File: config.mk
export PLATFORM = sky130hd
export DESIGN_NAME = line_activity_classifier_top
export DESIGN_NICKNAME = d
export VERILOG_FILES = /design/src/lac_pkg.sv /design/src/line_activity_classifier_top.sv /design/src/lac_stats.sv /design/src/lac_arith.sv /design/src/lac_seq.sv
export SDC_FILE = /design/constraint.sdc
export NUM_CORES = 2
export LEC_CHECK = 0
export ABC_AREA = 1
export BUFFER_PORTS_ARGS = -buffer_cell sky130_fd_sc_hd__clkbuf_2
export CORE_UTILIZATION = 44
export CTS_BUF_LIST = sky130_fd_sc_hd__clkbuf_2
export DETAILED_ROUTE_END_ITERATION = 12
export PLACE_DENSITY_LB_ADDON = 0.05
export SETUP_SLACK_MARGIN = 0.15
export SYNTH_ARGS = -nofsm -noshare
export SYNTH_HDL_FRONTEND = slang
export SYNTH_HIERARCHICAL = 1
export SYNTH_SLANG_ARGS = --single-unit
File: constraint.sdc
create_clock -name clk -period 20.7 [get_ports clk]
set_clock_uncertainty 0.05 [all_clocks]
set_input_delay 3.105 -clock clk [delete_from_list [all_inputs] [get_ports clk]]
set_output_delay 3.105 -clock clk [all_outputs]
set_load 0.02 [all_outputs]
File: src/lac_pkg.sv
// Shared types, constants and tables of the line activity classifier.
package lac_pkg;

	localparam int MAX_RUNS   = 256;
	localparam int MAX_WINDOW = 512;

	localparam int WIN_W  = 10;
	localparam int PER_W  = 14;
	localparam int CNT_W  = 9;
	localparam int IDX_W  = $clog2(MAX_WINDOW + 1);
	localparam int RUN_W  = IDX_W;
	localparam int RUNS_W = $clog2(MAX_RUNS + 1);

	localparam int MUL_A_W    = (RUN_W > WIN_W) ? RUN_W : WIN_W;
	localparam int DEN_W      = MUL_A_W + PER_W;
	localparam int NUM_W      = 32;
	localparam int DIV_STEPS  = NUM_W;
	localparam int DIV_CNT_W  = $clog2(DIV_STEPS);

	localparam int US_W   = 23;
	localparam int RAW_W  = 18;
	localparam int SNAP_W = 17;
	localparam int FREQ_W = 23;
	localparam int SPI_W  = WIN_W + 2;

	localparam int N_BAUDS    = 8;
	localparam int BAUD_IDX_W = $clog2(N_BAUDS);

	localparam int CFG_IDX_W  = 1;
	localparam int CFG_DATA_W = PER_W;
	localparam logic [CFG_IDX_W-1:0] CFG_WINDOW = 1'b0;
	localparam logic [CFG_IDX_W-1:0] CFG_PERIOD = 1'b1;

	localparam logic [WIN_W-1:0] WIN_DEFAULT = WIN_W'(256);
	localparam logic [WIN_W-1:0] WIN_LOW     = WIN_W'(16);
	localparam logic [PER_W-1:0] PER_DEFAULT = PER_W'(5);
	localparam logic [PER_W-1:0] PER_LOW     = PER_W'(1);
	localparam logic [PER_W-1:0] PER_HIGH    = PER_W'(10000);

	localparam logic [NUM_W-1:0] BAUD_NUM   = NUM_W'(1000000);
	localparam logic [DEN_W-1:0] FREQ_SCALE = DEN_W'(5000000);

	localparam logic [DEN_W-1:0] RAW_MIN_US   = DEN_W'(5);
	localparam logic [DEN_W-1:0] I2C_MIN_US   = DEN_W'(10);
	localparam logic [DEN_W-1:0] I2C_MAX_US   = DEN_W'(500);
	localparam logic [DEN_W-1:0] SPI_MAX_US   = DEN_W'(50);
	localparam logic [DEN_W-1:0] PWM_MIN_US   = DEN_W'(500);
	localparam logic [DEN_W-1:0] SERVO_MAX_US = DEN_W'(2500);
	localparam logic [CNT_W-1:0] SPI_EDGES    = CNT_W'(20);
	localparam logic [CNT_W-1:0] PWM_EDGES    = CNT_W'(10);
	localparam logic [CNT_W-1:0] FREQ_EDGES   = CNT_W'(2);

	typedef enum logic [1:0] {
		PWM_NONE    = 2'd0,
		PWM_SERVO   = 2'd1,
		PWM_GENERIC = 2'd2
	} pwm_t;

	typedef enum logic {
		OP_MUL = 1'b0,
		OP_DIV = 1'b1
	} arith_op_t;

	typedef struct packed {
		logic      start;
		arith_op_t op;
	} arith_cmd_t;

	typedef struct packed {
		logic busy;
		logic done;
	} arith_sts_t;

	typedef struct packed {
		logic             first_level;
		logic [CNT_W-1:0] edges;
		logic [CNT_W-1:0] highs;
		logic [RUN_W-1:0] shortest;
		logic [RUN_W-1:0] longest;
	} stats_t;

	typedef struct packed {
		logic              first_level;
		logic [CNT_W-1:0]  edge_count;
		logic [CNT_W-1:0]  high_count;
		logic [US_W-1:0]   min_pulse_us;
		logic [US_W-1:0]   max_pulse_us;
		logic              uart_likely;
		logic [RAW_W-1:0]  raw_baud;
		logic [SNAP_W-1:0] snapped_baud;
		logic              i2c_possible;
		logic              spi_clock_possible;
		pwm_t              pwm_class;
		logic [FREQ_W-1:0] freq_tenth_hz;
	} report_t;

	function automatic logic [SNAP_W-1:0] baud_at(input logic [BAUD_IDX_W-1:0] idx);
		logic [SNAP_W-1:0] b;
		unique case (idx)
			3'd0: b = SNAP_W'(9600);
			3'd1: b = SNAP_W'(19200);
			3'd2: b = SNAP_W'(38400);
			3'd3: b = SNAP_W'(57600);
			3'd4: b = SNAP_W'(115200);
			3'd5: b = SNAP_W'(4800);
			3'd6: b = SNAP_W'(2400);
			default: b = SNAP_W'(1200);
		endcase
		return b;
	endfunction

endpackage

File: src/line_activity_classifier_top.sv
// Top level of the line activity classifier.
//
//  channel   dir  handshake                 payload
//  s_axis    in   s_axis_tvalid/tready      tdata[0] line_level
//  m_axis    out  m_axis_tvalid/tready      tdata[127:0] one report per window
//  config    in   wr_en                     wr_index, wr_data
//
// Each sample takes one cycle. The sample that closes a window starts the
// report: s_axis_tready stays low through four multiplies and two 32-step
// serial divisions in the shared unit plus eight baud-table steps; skipped
// divisions shorten it. The finished report sits in an output register, so
// sampling resumes while a stalled m_axis request waits. Reset loads the
// default window and period and clears all window statistics.
module line_activity_classifier_top (
	input  logic                           clk,
	input  logic                           arst_n,
	input  logic                           s_axis_tvalid,
	output logic                           s_axis_tready,
	// [0] line_level, [7:1] zero
	input  logic [7:0]                     s_axis_tdata,
	output logic                           m_axis_tvalid,
	input  logic                           m_axis_tready,
	// [0] first_level, [9:1] edge_count, [18:10] high_count,
	// [41:19] min_pulse_us, [64:42] max_pulse_us, [65] uart_likely,
	// [83:66] raw_baud, [100:84] snapped_baud, [101] i2c_possible,
	// [102] spi_clock_possible, [104:103] pwm_class, [127:105] freq_tenth_hz
	output logic [127:0]                   m_axis_tdata,
	input  logic                           wr_en,
	input  logic [lac_pkg::CFG_IDX_W-1:0]  wr_index,
	input  logic [lac_pkg::CFG_DATA_W-1:0] wr_data
);
	import lac_pkg::*;

	logic [WIN_W-1:0] window_q;
	logic [PER_W-1:0] period_q;
	logic             out_valid_q;
	report_t          out_q;

	logic [WIN_W-1:0] win_wr;
	logic [PER_W-1:0] per_wr;
	logic             sample_accept;
	logic             window_end;
	logic             idle;
	logic             finish;
	logic             clear;
	logic             report_valid;
	logic             report_take;
	stats_t           stats;
	report_t          report;
	arith_cmd_t       cmd;
	arith_sts_t       asts;
	logic [NUM_W-1:0] opa;
	logic [DEN_W-1:0] opb;
	logic [NUM_W-1:0] res;

	assign win_wr = wr_data[WIN_W-1:0];
	assign per_wr = wr_data[PER_W-1:0];

	always_ff @(posedge clk or negedge arst_n) begin
		if (!arst_n) begin
			window_q <= WIN_DEFAULT;
			period_q <= PER_DEFAULT;
		end else if (wr_en) begin
			unique case (wr_index)
				CFG_WINDOW: begin
					window_q <= ((win_wr < WIN_LOW) || (32'(win_wr) > 32'(MAX_WINDOW)))
						? WIN_DEFAULT : win_wr;
				end
				CFG_PERIOD: begin
					period_q <= ((per_wr < PER_LOW) || (per_wr > PER_HIGH))
						? PER_DEFAULT : per_wr;
				end
			endcase
		end
	end

	assign s_axis_tready = idle;
	assign sample_accept = s_axis_tvalid && s_axis_tready;

	lac_stats u_stats (
		.clk           (clk),
		.arst_n        (arst_n),
		.sample_accept (sample_accept),
		.level         (s_axis_tdata[0]),
		.window        (window_q),
		.finish        (finish),
		.clear         (clear),
		.window_end    (window_end),
		.stats         (stats)
	);

	lac_arith u_arith (
		.clk    (clk),
		.arst_n (arst_n),
		.cmd    (cmd),
		.opa    (opa),
		.opb    (opb),
		.res    (res),
		.sts    (asts)
	);

	lac_seq u_seq (
		.clk          (clk),
		.arst_n       (arst_n),
		.window_end   (window_end),
		.stats        (stats),
		.window       (window_q),
		.period       (period_q),
		.idle         (idle),
		.finish       (finish),
		.clear        (clear),
		.cmd          (cmd),
		.opa          (opa),
		.opb          (opb),
		.res          (res),
		.asts         (asts),
		.report       (report),
		.report_valid (report_valid),
		.report_take  (report_take)
	);

	assign report_take = report_valid && (!out_valid_q || m_axis_tready);

	always_ff @(posedge clk or negedge arst_n) begin
		if (!arst_n) begin
			out_valid_q <= 1'b0;
		end else if (report_take) begin
			out_valid_q <= 1'b1;
		end else if (m_axis_tready) begin
			out_valid_q <= 1'b0;
		end
	end

	always_ff @(posedge clk) begin
		if (report_take) begin
			out_q <= report;
		end
	end

	assign m_axis_tvalid = out_valid_q;
	assign m_axis_tdata  = {
		out_q.freq_tenth_hz,
		out_q.pwm_class,
		out_q.spi_clock_possible,
		out_q.i2c_possible,
		out_q.snapped_baud,
		out_q.raw_baud,
		out_q.uart_likely,
		out_q.max_pulse_us,
		out_q.min_pulse_us,
		out_q.high_count,
		out_q.edge_count,
		out_q.first_level
	};

endmodule

File: src/lac_stats.sv
// Per-sample window statistics: edges, high samples and run lengths.
module lac_stats (
	input  logic                       clk,
	input  logic                       arst_n,
	input  logic                       sample_accept,
	input  logic                       level,
	input  logic [lac_pkg::WIN_W-1:0]  window,
	input  logic                       finish,
	input  logic                       clear,
	output logic                       window_end,
	output lac_pkg::stats_t            stats
);
	import lac_pkg::*;

	localparam int CMP_W = (IDX_W > WIN_W) ? IDX_W : WIN_W;

	logic             prior_q;
	logic             first_q;
	logic [IDX_W-1:0] idx_q;
	logic [RUN_W-1:0] run_q;
	logic [CNT_W-1:0] edges_q;
	logic [CNT_W-1:0] highs_q;
	logic [RUNS_W-1:0] runs_q;
	logic [RUN_W-1:0] shortest_q;
	logic [RUN_W-1:0] longest_q;

	logic [IDX_W-1:0] idx_next;
	logic             edge_ev;
	logic             note_en;

	assign idx_next   = idx_q + 1'b1;
	assign window_end = sample_accept && (CMP_W'(idx_next) >= CMP_W'(window));
	assign edge_ev    = sample_accept && (idx_q != '0) && (level != prior_q);
	assign note_en    = (edge_ev || finish) && (runs_q < RUNS_W'(MAX_RUNS));

	always_ff @(posedge clk or negedge arst_n) begin
		if (!arst_n) begin
			prior_q    <= 1'b0;
			first_q    <= 1'b0;
			idx_q      <= '0;
			run_q      <= RUN_W'(1);
			edges_q    <= '0;
			highs_q    <= '0;
			runs_q     <= '0;
			shortest_q <= '1;
			longest_q  <= '0;
		end else if (clear) begin
			prior_q    <= 1'b0;
			first_q    <= 1'b0;
			idx_q      <= '0;
			run_q      <= RUN_W'(1);
			edges_q    <= '0;
			highs_q    <= '0;
			runs_q     <= '0;
			shortest_q <= '1;
			longest_q  <= '0;
		end else begin
			if (sample_accept) begin
				idx_q <= idx_next;
				if (idx_q == '0) begin
					first_q <= level;
					prior_q <= level;
					run_q   <= RUN_W'(1);
				end else begin
					if (edge_ev) begin
						edges_q <= edges_q + 1'b1;
						run_q   <= RUN_W'(1);
						prior_q <= level;
					end else begin
						run_q <= run_q + 1'b1;
					end
					if (level) begin
						highs_q <= highs_q + 1'b1;
					end
				end
			end
			if (note_en) begin
				runs_q <= runs_q + 1'b1;
				if (run_q < shortest_q) begin
					shortest_q <= run_q;
				end
				if (run_q > longest_q) begin
					longest_q <= run_q;
				end
			end
		end
	end

	assign stats.first_level = first_q;
	assign stats.edges       = edges_q;
	assign stats.highs       = highs_q;
	assign stats.shortest    = shortest_q;
	assign stats.longest     = longest_q;

endmodule

File: src/lac_arith.sv
// Shared arithmetic unit: registered multiply and bit-serial restoring divide.
module lac_arith (
	input  logic                       clk,
	input  logic                       arst_n,
	input  lac_pkg::arith_cmd_t        cmd,
	input  logic [lac_pkg::NUM_W-1:0]  opa,
	input  logic [lac_pkg::DEN_W-1:0]  opb,
	output logic [lac_pkg::NUM_W-1:0]  res,
	output lac_pkg::arith_sts_t        sts
);
	import lac_pkg::*;

	logic [NUM_W-1:0]         res_q;
	logic [DEN_W-1:0]         rem_q;
	logic [DEN_W-1:0]         den_q;
	logic [DIV_CNT_W-1:0]     cnt_q;
	logic                     busy_q;
	logic                     done_q;

	logic [MUL_A_W+DEN_W-1:0] prod;
	logic [DEN_W:0]           shifted;
	logic                     ge;

	assign prod    = opa[MUL_A_W-1:0] * opb;
	assign shifted = {rem_q, res_q[NUM_W-1]};
	assign ge      = shifted >= {1'b0, den_q};

	always_ff @(posedge clk or negedge arst_n) begin
		if (!arst_n) begin
			res_q  <= '0;
			rem_q  <= '0;
			den_q  <= '0;
			cnt_q  <= '0;
			busy_q <= 1'b0;
			done_q <= 1'b0;
		end else begin
			done_q <= 1'b0;
			if (busy_q) begin
				rem_q <= ge ? DEN_W'(shifted - {1'b0, den_q}) : shifted[DEN_W-1:0];
				res_q <= {res_q[NUM_W-2:0], ge};
				cnt_q <= cnt_q + 1'b1;
				if (cnt_q == DIV_CNT_W'(DIV_STEPS - 1)) begin
					busy_q <= 1'b0;
					done_q <= 1'b1;
				end
			end else if (cmd.start) begin
				unique case (cmd.op)
					OP_MUL: begin
						res_q  <= NUM_W'(prod);
						done_q <= 1'b1;
					end
					OP_DIV: begin
						res_q  <= opa;
						rem_q  <= '0;
						den_q  <= opb;
						cnt_q  <= '0;
						busy_q <= 1'b1;
					end
				endcase
			end
		end
	end

	assign res      = res_q;
	assign sts.busy = busy_q;
	assign sts.done = done_q;

endmodule

File: src/lac_seq.sv
// Report sequencer: drives the shared unit, snaps the baud rate and sets the flags.
module lac_seq (
	input  logic                       clk,
	input  logic                       arst_n,
	input  logic                       window_end,
	input  lac_pkg::stats_t            stats,
	input  logic [lac_pkg::WIN_W-1:0]  window,
	input  logic [lac_pkg::PER_W-1:0]  period,
	output logic                       idle,
	output logic                       finish,
	output logic                       clear,
	output lac_pkg::arith_cmd_t        cmd,
	output logic [lac_pkg::NUM_W-1:0]  opa,
	output logic [lac_pkg::DEN_W-1:0]  opb,
	input  logic [lac_pkg::NUM_W-1:0]  res,
	input  lac_pkg::arith_sts_t        asts,
	output lac_pkg::report_t           report,
	output logic                       report_valid,
	input  logic                       report_take
);
	import lac_pkg::*;

	typedef enum logic [10:0] {
		ST_IDLE  = 11'b00000000001,
		ST_FIN   = 11'b00000000010,
		ST_MIN   = 11'b00000000100,
		ST_MAX   = 11'b00000001000,
		ST_NPER  = 11'b00000010000,
		ST_EPROD = 11'b00000100000,
		ST_RAW   = 11'b00001000000,
		ST_SNAP  = 11'b00010000000,
		ST_FREQ  = 11'b00100000000,
		ST_FLAGS = 11'b01000000000,
		ST_OUT   = 11'b10000000000
	} seq_state_t;

	seq_state_t              state_q;
	logic                    issued_q;
	logic [DEN_W-1:0]        min_us_q;
	logic [DEN_W-1:0]        max_us_q;
	logic [DEN_W-1:0]        nper_q;
	logic [NUM_W-1:0]        num_q;
	logic [RAW_W-1:0]        raw_q;
	logic [SNAP_W-1:0]       snap_q;
	logic [RAW_W-1:0]        best_q;
	logic [BAUD_IDX_W-1:0]   idx_q;
	logic [NUM_W-1:0]        freq_q;
	report_t                 report_q;

	logic                    want;
	logic                    has_edges;
	logic                    raw_ok;
	logic                    freq_ok;
	logic [RAW_W-1:0]        baud_x;
	logic [RAW_W-1:0]        err;
	logic [RAW_W+3:0]        ten_best;
	logic [SPI_W-1:0]        h5;
	logic [SPI_W-1:0]        n2;
	logic [SPI_W-1:0]        n3;
	logic                    spi;
	pwm_t                    pwm;

	assign has_edges = stats.edges != '0;
	assign raw_ok    = has_edges && (min_us_q >= RAW_MIN_US);
	assign freq_ok   = stats.edges >= FREQ_EDGES;

	assign baud_x   = RAW_W'(baud_at(idx_q));
	assign err      = (raw_q > baud_x) ? raw_q - baud_x : baud_x - raw_q;
	assign ten_best = (RAW_W+4)'({best_q, 3'b000}) + (RAW_W+4)'({best_q, 1'b0});

	assign h5 = SPI_W'({stats.highs, 2'b00}) + SPI_W'(stats.highs);
	assign n2 = SPI_W'({window, 1'b0});
	assign n3 = n2 + SPI_W'(window);
	assign spi = has_edges && (stats.edges > SPI_EDGES) && (h5 > n2) && (h5 < n3)
		&& (min_us_q < SPI_MAX_US);

	always_comb begin
		pwm = PWM_NONE;
		if (has_edges && (stats.edges < PWM_EDGES) && (min_us_q > PWM_MIN_US)) begin
			pwm = (max_us_q <= SERVO_MAX_US) ? PWM_SERVO : PWM_GENERIC;
		end
	end

	always_comb begin
		want   = 1'b0;
		cmd.op = OP_MUL;
		opa    = '0;
		opb    = '0;
		unique case (state_q)
			ST_MIN: begin
				want = 1'b1;
				opa  = NUM_W'(stats.shortest);
				opb  = DEN_W'(period);
			end
			ST_MAX: begin
				want = 1'b1;
				opa  = NUM_W'(stats.longest);
				opb  = DEN_W'(period);
			end
			ST_NPER: begin
				want = 1'b1;
				opa  = NUM_W'(window);
				opb  = DEN_W'(period);
			end
			ST_EPROD: begin
				want = 1'b1;
				opa  = NUM_W'(stats.edges);
				opb  = FREQ_SCALE;
			end
			ST_RAW: begin
				want   = raw_ok;
				cmd.op = OP_DIV;
				opa    = BAUD_NUM;
				opb    = min_us_q;
			end
			ST_FREQ: begin
				want   = freq_ok;
				cmd.op = OP_DIV;
				opa    = num_q;
				opb    = nper_q;
			end
			default: begin
			end
		endcase
		cmd.start = want && !issued_q && !asts.busy;
	end

	always_ff @(posedge clk or negedge arst_n) begin
		if (!arst_n) begin
			state_q  <= ST_IDLE;
			issued_q <= 1'b0;
			min_us_q <= '0;
			max_us_q <= '0;
			nper_q   <= '0;
			num_q    <= '0;
			raw_q    <= '0;
			snap_q   <= '0;
			best_q   <= '1;
			idx_q    <= '0;
			freq_q   <= '0;
			report_q <= '0;
		end else begin
			if (cmd.start) begin
				issued_q <= 1'b1;
			end
			unique case (state_q)
				ST_IDLE: begin
					if (window_end) begin
						state_q <= ST_FIN;
					end
				end
				ST_FIN: begin
					issued_q <= 1'b0;
					raw_q    <= '0;
					snap_q   <= '0;
					best_q   <= '1;
					idx_q    <= '0;
					freq_q   <= '0;
					state_q  <= ST_MIN;
				end
				ST_MIN: begin
					if (asts.done) begin
						issued_q <= 1'b0;
						min_us_q <= DEN_W'(res);
						state_q  <= ST_MAX;
					end
				end
				ST_MAX: begin
					if (asts.done) begin
						issued_q <= 1'b0;
						max_us_q <= DEN_W'(res);
						state_q  <= ST_NPER;
					end
				end
				ST_NPER: begin
					if (asts.done) begin
						issued_q <= 1'b0;
						nper_q   <= DEN_W'(res);
						state_q  <= ST_EPROD;
					end
				end
				ST_EPROD: begin
					if (asts.done) begin
						issued_q <= 1'b0;
						num_q    <= res;
						state_q  <= ST_RAW;
					end
				end
				ST_RAW: begin
					if (!raw_ok) begin
						state_q <= ST_FREQ;
					end else if (asts.done) begin
						issued_q <= 1'b0;
						raw_q    <= res[RAW_W-1:0];
						state_q  <= ST_SNAP;
					end
				end
				ST_SNAP: begin
					if (err < best_q) begin
						best_q <= err;
						snap_q <= baud_at(idx_q);
					end
					idx_q <= idx_q + 1'b1;
					if (idx_q == BAUD_IDX_W'(N_BAUDS - 1)) begin
						state_q <= ST_FREQ;
					end
				end
				ST_FREQ: begin
					if (!freq_ok) begin
						state_q <= ST_FLAGS;
					end else if (asts.done) begin
						issued_q <= 1'b0;
						freq_q   <= res;
						state_q  <= ST_FLAGS;
					end
				end
				ST_FLAGS: begin
					report_q.first_level        <= stats.first_level;
					report_q.edge_count         <= stats.edges;
					report_q.high_count         <= stats.highs;
					report_q.min_pulse_us       <= min_us_q[US_W-1:0];
					report_q.max_pulse_us       <= max_us_q[US_W-1:0];
					report_q.uart_likely        <= ten_best < (RAW_W+4)'(snap_q);
					report_q.raw_baud           <= raw_q;
					report_q.snapped_baud       <= snap_q;
					report_q.i2c_possible       <= has_edges && (min_us_q <= I2C_MIN_US)
						&& (max_us_q >= I2C_MAX_US);
					report_q.spi_clock_possible <= spi;
					report_q.pwm_class          <= pwm;
					report_q.freq_tenth_hz      <= freq_q[FREQ_W-1:0];
					state_q                     <= ST_OUT;
				end
				ST_OUT: begin
					if (report_take) begin
						state_q <= ST_IDLE;
					end
				end
				default: begin
					state_q <= ST_IDLE;
				end
			endcase
		end
	end

	assign idle         = state_q == ST_IDLE;
	assign finish       = state_q == ST_FIN;
	assign report_valid = state_q == ST_OUT;
	assign clear        = report_valid && report_take;
	assign report       = report_q;

endmodule

Word level (Yosys, flattened, before mapping)
Index checks and enable logic that the tools add are counted.
Cells by class
  $add $sub $neg: 13
  multipliers: 1
  magnitude comparators: 23
  equality and inequality tests: 35
  multiplexer cells: 87
  bitwise operators: 3
  reductions and logical operators: 64
Operators with widths (number)
  32-bit case mux with 6 select lines: 1
  10-bit two-way mux: 13
  11-bit two-way mux: 11
  11-bit case mux with 11 select lines: 1
  17-bit case mux with 7 select lines: 1
  24-bit two-way mux: 4
  24-bit case mux with 4 select lines: 1
  9-bit two-way mux: 10
  18-bit two-way mux: 4
  18-bit case mux with 2 select lines: 2
  32-bit two-way mux: 2
  32-bit case mux with 2 select lines: 1
  23-bit two-way mux: 2
  23-bit case mux with 2 select lines: 1
  17-bit case mux with 2 select lines: 1
  10-bit by 24-bit multiplier with 32-bit output: 1
  9-bit by 1-bit adder with 9-bit output, second input constant: 3
  2-bit nonzero test: 13
  25-bit by 24-bit greater-or-equal comparator with 1-bit output: 1
  24-bit by 3-bit greater-or-equal comparator with 1-bit output, second input constant: 1
  24-bit by 9-bit greater-or-equal comparator with 1-bit output, second input constant: 1
  24-bit by 9-bit greater-than comparator with 1-bit output, second input constant: 1
  24-bit by 12-bit <= comparator with 1-bit output, second input constant: 1
  24-bit by 4-bit <= comparator with 1-bit output, second input constant: 1
  68 further kinds: 148
Word-level totals
  bits in registers: 632
  input port bits: 28
  output and inout bits: 130
  word-level logic and storage cells: 279

Depth between registers and ports, before layout
  depth after elaboration: 9
  gate-level depth with buffers: 36

Cells and area by module
The synthesis kept the hierarchy.
By module, submodules not included
  lac_seq: times used 1, cells an instance 2191, area each 17683.2 µm², sequential area each 7906.3 µm²
  lac_arith: times used 1, cells an instance 2085, area each 14048.5 µm², sequential area each 2177.1 µm²
  line_activity_classifier_top: times used 1, cells an instance 296, area each 5136.2 µm², sequential area each 4473.0 µm²
  lac_stats: times used 1, cells an instance 585, area each 4436.8 µm², sequential area each 1740.4 µm²

Worst setup path after synthesis
Ideal clock, no wire load.
  path kind: input-to-reg
  start: input port m_axis_tready
  end: register u_stats.run_q[8]
  arrival time: 10.690 ns
  path slack: 9.841 ns
  cell stages on the path: 13
  path buffers: 1
  cell sequence: inv_1 > a21oi_1 > inv_1 > nor2_1 > buf_2 > nor2_1 > inv_1 > nand3_1 > nor2_1 > inv_1 > nor3_2 > xor2_1 > nor2_1
Between the ends
  word-level cells in the longest chain between the ends: 4
  elaborated cells between the ends (all ways): 5
RTL lines
  from (decl): line line_activity_classifier_top.sv:22  | input logic m_axis_tready,
  1-bit logical OR (*): line line_activity_classifier_top.sv:122  | assign report_take = report_valid && (!out_valid_q || m_axis_tready);
  1-bit logical AND (*): line line_activity_classifier_top.sv:122
  via report_take: line line_activity_classifier_top.sv:47  | logic report_take;
  1-bit logical AND (*): line lac_seq.sv:248  | assign clear = report_valid && report_take;
  via clear: line line_activity_classifier_top.sv:45  | logic clear;
  10-bit two-way mux / 2-bit nonzero test (equally long branches)
  to (signal assigned): line lac_stats.sv:70  | run_q <= run_q + 1'b1;
  to (decl): line lac_stats.sv:20  | logic [RUN_W-1:0] run_q;
The timed path passes the listed nets; every way through them passes the cells marked *.
A chain may end at the register's enable or synchronous reset.

Final worst setup path
  start: register u_seq.state_q[6]
  end: register u_arith.res_q[14] (netlist: u_arith/res[14])
Between the ends
  elaborated cells between the ends (all ways): 21
RTL lines
  from (decl): line lac_seq.sv:37  | seq_state_t state_q;
  from (signal assigned): line lac_seq.sv:130  | state_q <= ST_IDLE;
  from (signal assigned): line lac_seq.sv:149  | state_q <= ST_FIN;
  from (signal assigned): line lac_seq.sv:159  | state_q <= ST_MIN;
  11-bit by 9-bit == test with 1-bit output (tied with other cells): line lac_seq.sv:89  | unique case (state_q)
  32-bit case mux with 6 select lines (*): line lac_seq.sv:89
  via opa[5]: line line_activity_classifier_top.sv:52  | logic [NUM_W-1:0] opa;
  10-bit by 24-bit multiplier with 32-bit output (*): line lac_arith.sv:24  | assign prod = opa[MUL_A_W-1:0] * opb;
  32-bit case mux with 2 select lines (*): line lac_arith.sv:47  | unique case (cmd.op)
  32-bit two-way mux (*): line lac_arith.sv:46  | end else if (cmd.start) begin
  32-bit two-way mux (*): line lac_arith.sv:38  | if (busy_q) begin
  to (signal assigned): line lac_arith.sv:40  | res_q <= {res_q[NUM_W-2:0], ge};
  to (signal assigned): line lac_arith.sv:49  | res_q <= NUM_W'(prod);
  to (signal assigned): line lac_arith.sv:53  | res_q <= opa;
  to (decl): line lac_arith.sv:13  | logic [NUM_W-1:0] res_q;
The timed path passes the listed nets; every way through them passes the cells marked *. The select of a mux whose other input is x is not followed.

==> results.txt <==
The run finished with clean final reports. The sequential area share after synthesis came out at 0.395. The total chip power came out at 3.53 mW. The critical path in this run is classified as reg -> reg. The vias per cell came out at 5.01. After the first detailed-routing iteration, the DRC count stood at 2497.

Across the run, the number of max-cap violations was 0. Setup repair after global routing left no endpoint under its margin. The worst setup slack after placement came out at 13040 ps. Once routing completed, OpenROAD measured the worst setup slack at 12740 ps. In this run the count of I/O pins placed on the die edge is 158.

The number of antenna violations at the first check in global routing came out at 4. The warning count from the yosys run came out at 6. The simple-gate area share of the yosys netlist came out at 0.220. Across all layers, the routed design uses around 34000 vias.

The compound-cell area share of the yosys netlist came out at 0.100. Of the total synthesized cell area, the portion taken by XOR and XNOR cells is 0.0182. A synthesized cell averages 8.01 µm². The part of the cycle the worst path needs is 0.384. At the end of routability-driven placement, the weighted congestion stood at 0.895.

STA classifies the critical path startpoint as a flop. The effective utilization at floorplan came out at 0.443. The total DRC errors in the routed layout is 0.

Clock-pin slew was measured on the worst setup and hold paths at 90 ps. The most used flip-flop cell after synthesis is sky130_fd_sc_hd__dfrtp_1. In this run, CTS created clock tree buffers numbering 170.

The number of hold violations in the final report is 0. After routing the design area is 0.0449 mm². The peak supply drop is 0.0000630 V. The global-route usage over all layers is 0.257. The number of distinct library cells after synthesis came out at 66.

The sum of net half-perimeters after detailed placement is 86500 µm. The TritonCTS clock tree is done. In this run the core area contains 112 standard-cell rows.

The fraction of registers with async set or reset after synthesis is 0.795. STA classifies the critical path endpoint as a flop. The worst hold path belongs to the class reg -> reg.

The total detailed-routing wirelength is 119000 µm. After synthesis, the share of cell area in mux cells is 0.000273. The final net count is 5779. The cell family contributing the most delay on the critical path is adder cells. Among all stages on the critical path, the largest delay is contributed by sky130_fd_sc_hd__inv_1. The synthesized design contains 624 register bits. The area overhead of the layout relative to synthesis came out at 8.65%. Counting I/O delays and the setup requirement, the final critical path takes 7960 ps. Data on the critical path arrives at its endpoint at 9080 ps. By area, the combinational part of the netlist is dominated by simple AND/OR/NAND/NOR gates. From bottom edge to top edge, the die measures 308 µm.

In the final routed layout, each cell accounts on average for 17.7 µm. The number of enable flip-flop cells after synthesis came out at 128. The cell area after technology mapping came out at 0.0413 mm².

In this run the worst path has a maximum fanout of 42. The count of pins over their slew limit came out at 0. The worst stage delay on the critical path came out at around 750 ps. The peak clock frequency supported by timing is between 100 and 150 MHz.

The number of optimization iterations in the first detailed-route pass is 5. For this design, the sink count on the clock tree is 624. The global-route wire length before repair came out at 189000 µm. The number of setup buffers added after CTS is 0. In this run the cell area measured after placement is 0.0432 mm².

The via count of the first global-routing pass is 33300. Setup violations remaining at the end of the flow were counted as 0. Buffers placed on the I/O ports in this run total 150.

Entering global routing, the biggest net connects 180 pins. For the worst setup path, the data required time is between 20000 and 25000 ps. The number of instances in the synthesized netlist came out at slightly above 5000.

Gates resized during post-CTS repair numbered 0. In the final layout, the share of cells above drive strength 1 is 0.119. For this design the static power due to leakage is ~24 nW. The die width came out at 308 µm. The total die area is 0.0951 mm². The deepest clock path buffer count is 3. At the later pin of the worst-skew pair, clock insertion delay measures 1420 ps. The number of routed nets with antenna violations is 0. Counting both buffers and inverters, the worst setup path holds a total of 8. The core area is slightly above 0.09 mm². The global route total overflow is 0. Clock tree synthesis selected as its root buffer the cell sky130_fd_sc_hd__clkbuf_2. The worst-margin pin slew is roughly 1200 ps. The number of levels in the clock H-tree came out at 4. The adder-cell share of the synthesized area is 0.158. For this design, the CTS-stage hold fixing added 0 buffers. The count of fill cells added during filler insertion is approximately 9500.

The final design utilization is 0.482. The tightest slew margin relative to the limit is 0.232. The ratio of total power to cell area came out at 78.7 mW/mm². For the final routed database, the setup TNS stands at 0 ps.
## sequential cells by signal (all words and copies together) (netlist names), 9 cells and up
name and cells:
u_stats/run_q 10, u_arith/rem_q 24, u_seq/num_q 32, u_seq/report 124
u_seq/nper_q 24, u_stats/runs_q 9, u_stats/longest_q 10, period_q 14
u_arith/res 32, u_seq/raw_q 18, u_stats/idx_q 10, u_seq/snap_q 13
u_stats/edges_q 9, u_seq/min_us_q 24, u_seq/max_us_q 24, u_stats/highs_q 9
window_q 10, u_seq/state_q 11, u_seq/freq_q 23, u_arith/den_q 24
u_stats/shortest_q 10, u_seq/best_q 18, m_axis_tdata 128
## metrics by stage
stage / hold WS [ps] / instances
3_5_place_dp: 379 / 6418
6_report: 354 / 6739
3_3_place_gp: 380 / 6418
4_1_cts: 343 / 6732
2_1_floorplan: 375 / 5160
5_1_grt: 348 / 6739
## cell families after synthesis
kind of cell | Yosys count
compound gates | 714
simple gates | 2179
flops | 624
buf+inv | 1137
other cells | 1
mux | 1
xor+xnor | 86
fa+ha+maj | 415
## cell type report
| type | count | area, µm² | share of cell area |
|---|---|---|---|
| clock inverters | 37 | 272 | 0.00605 |
| diodes | 7 | 17.5 | 0.000390 |
| inverters | 946 | 3560 | 0.0792 |
| flip-flops and latches | 624 | 16300 | 0.363 |
| well taps | 1254 | 1570 | 0.0350 |
| repair buffers | 195 | 1140 | 0.0253 |
| multi-input cells | 3399 | 20600 | 0.460 |
| clock buffers | 277 | 1390 | 0.0309 |
## layout by cell type, fill, tap and decap left out, drive strengths merged, types with 27 or more instances in the layout
master and instances:
nand2 1474, nand4 71, a21oi 212, ha 237, a221oi 32, xor2 59, nand3 203, fa 178
o22ai 67, clkbuf 426, edfxtp 128, clkinv 32, nor2 347, buf 46, nor3 44, dfstp 33
o21ai 312, xnor2 27, dfrtp 463, inv 949
## final timing paths
check,startpoint,to,slack [ps],cells past startpoint
setup / recovery,u_seq/state_q[6]$_DFFE_PN0P_,u_arith/res[14]$_DFFE_PN0P_,12740,26
hold / removal,u_seq/report[5]$_DFFE_PN0P_,m_axis_tdata[110]$_DFFE_PP_,350,0
setup reg to reg,u_seq/state_q[6]$_DFFE_PN0P_,u_arith/res[14]$_DFFE_PN0P_,12740,26
hold reg to reg,u_seq/report[5]$_DFFE_PN0P_,m_axis_tdata[110]$_DFFE_PP_,350,0
max in group asynchronous,arst_n,u_arith/rem_q[18]$_DFFE_PN0P_,16600,3
min in group asynchronous,arst_n,u_seq/report[111]$_DFFE_PN0P_,1650,1
## where the power goes
part           leakage (nW)  switching (mW)  internal (mW)
Sequential             7.90           0.119           1.37
Clock                  1.29           0.550          0.387
Combinational          15.0           0.754          0.354
Total                  24.2            1.42           2.11
## metal layers
metal / wire [µm] / GRT usage / up-vias
li1: - / - / 16700
met1: 56100 / 0.361 / 16100
met2: 54900 / 0.409 / 804
met3: 5850 / 0.0373 / 157
met4: 2390 / 0.0744 / 0
met5: 0 / 0 / -
## synthesized netlist by cell type, drive strengths merged, types with 7 or more instances
cell        n  area [µm²]
a221oi     32         280
o22ai      67         482
o221ai     14         123
dfrtp     463       11600
nor4        7        43.8
a21oi     212        1070
nor2      347        1370
nand3b     16         120
nand3     203        1060
and2        7        43.8
nand4      71         480
dfstp      33         867
a31oi      10        62.6
or2         7        43.8
nor3       44         245
o21bai     16         124
edfxtp    128        3840
ha        237        2970
buf        81         513
inv       940        3530
o31ai       7        52.6
a22o        7        61.3
nand2    1474        5650
fa        178        3560
xor2       59         517
o21ai     312        1600
clkbuf    110         415
o2111ai     7        61.3
o211ai     14         105
xnor2      27         236
No activity file was read; power rests on OpenSTA's default activity.
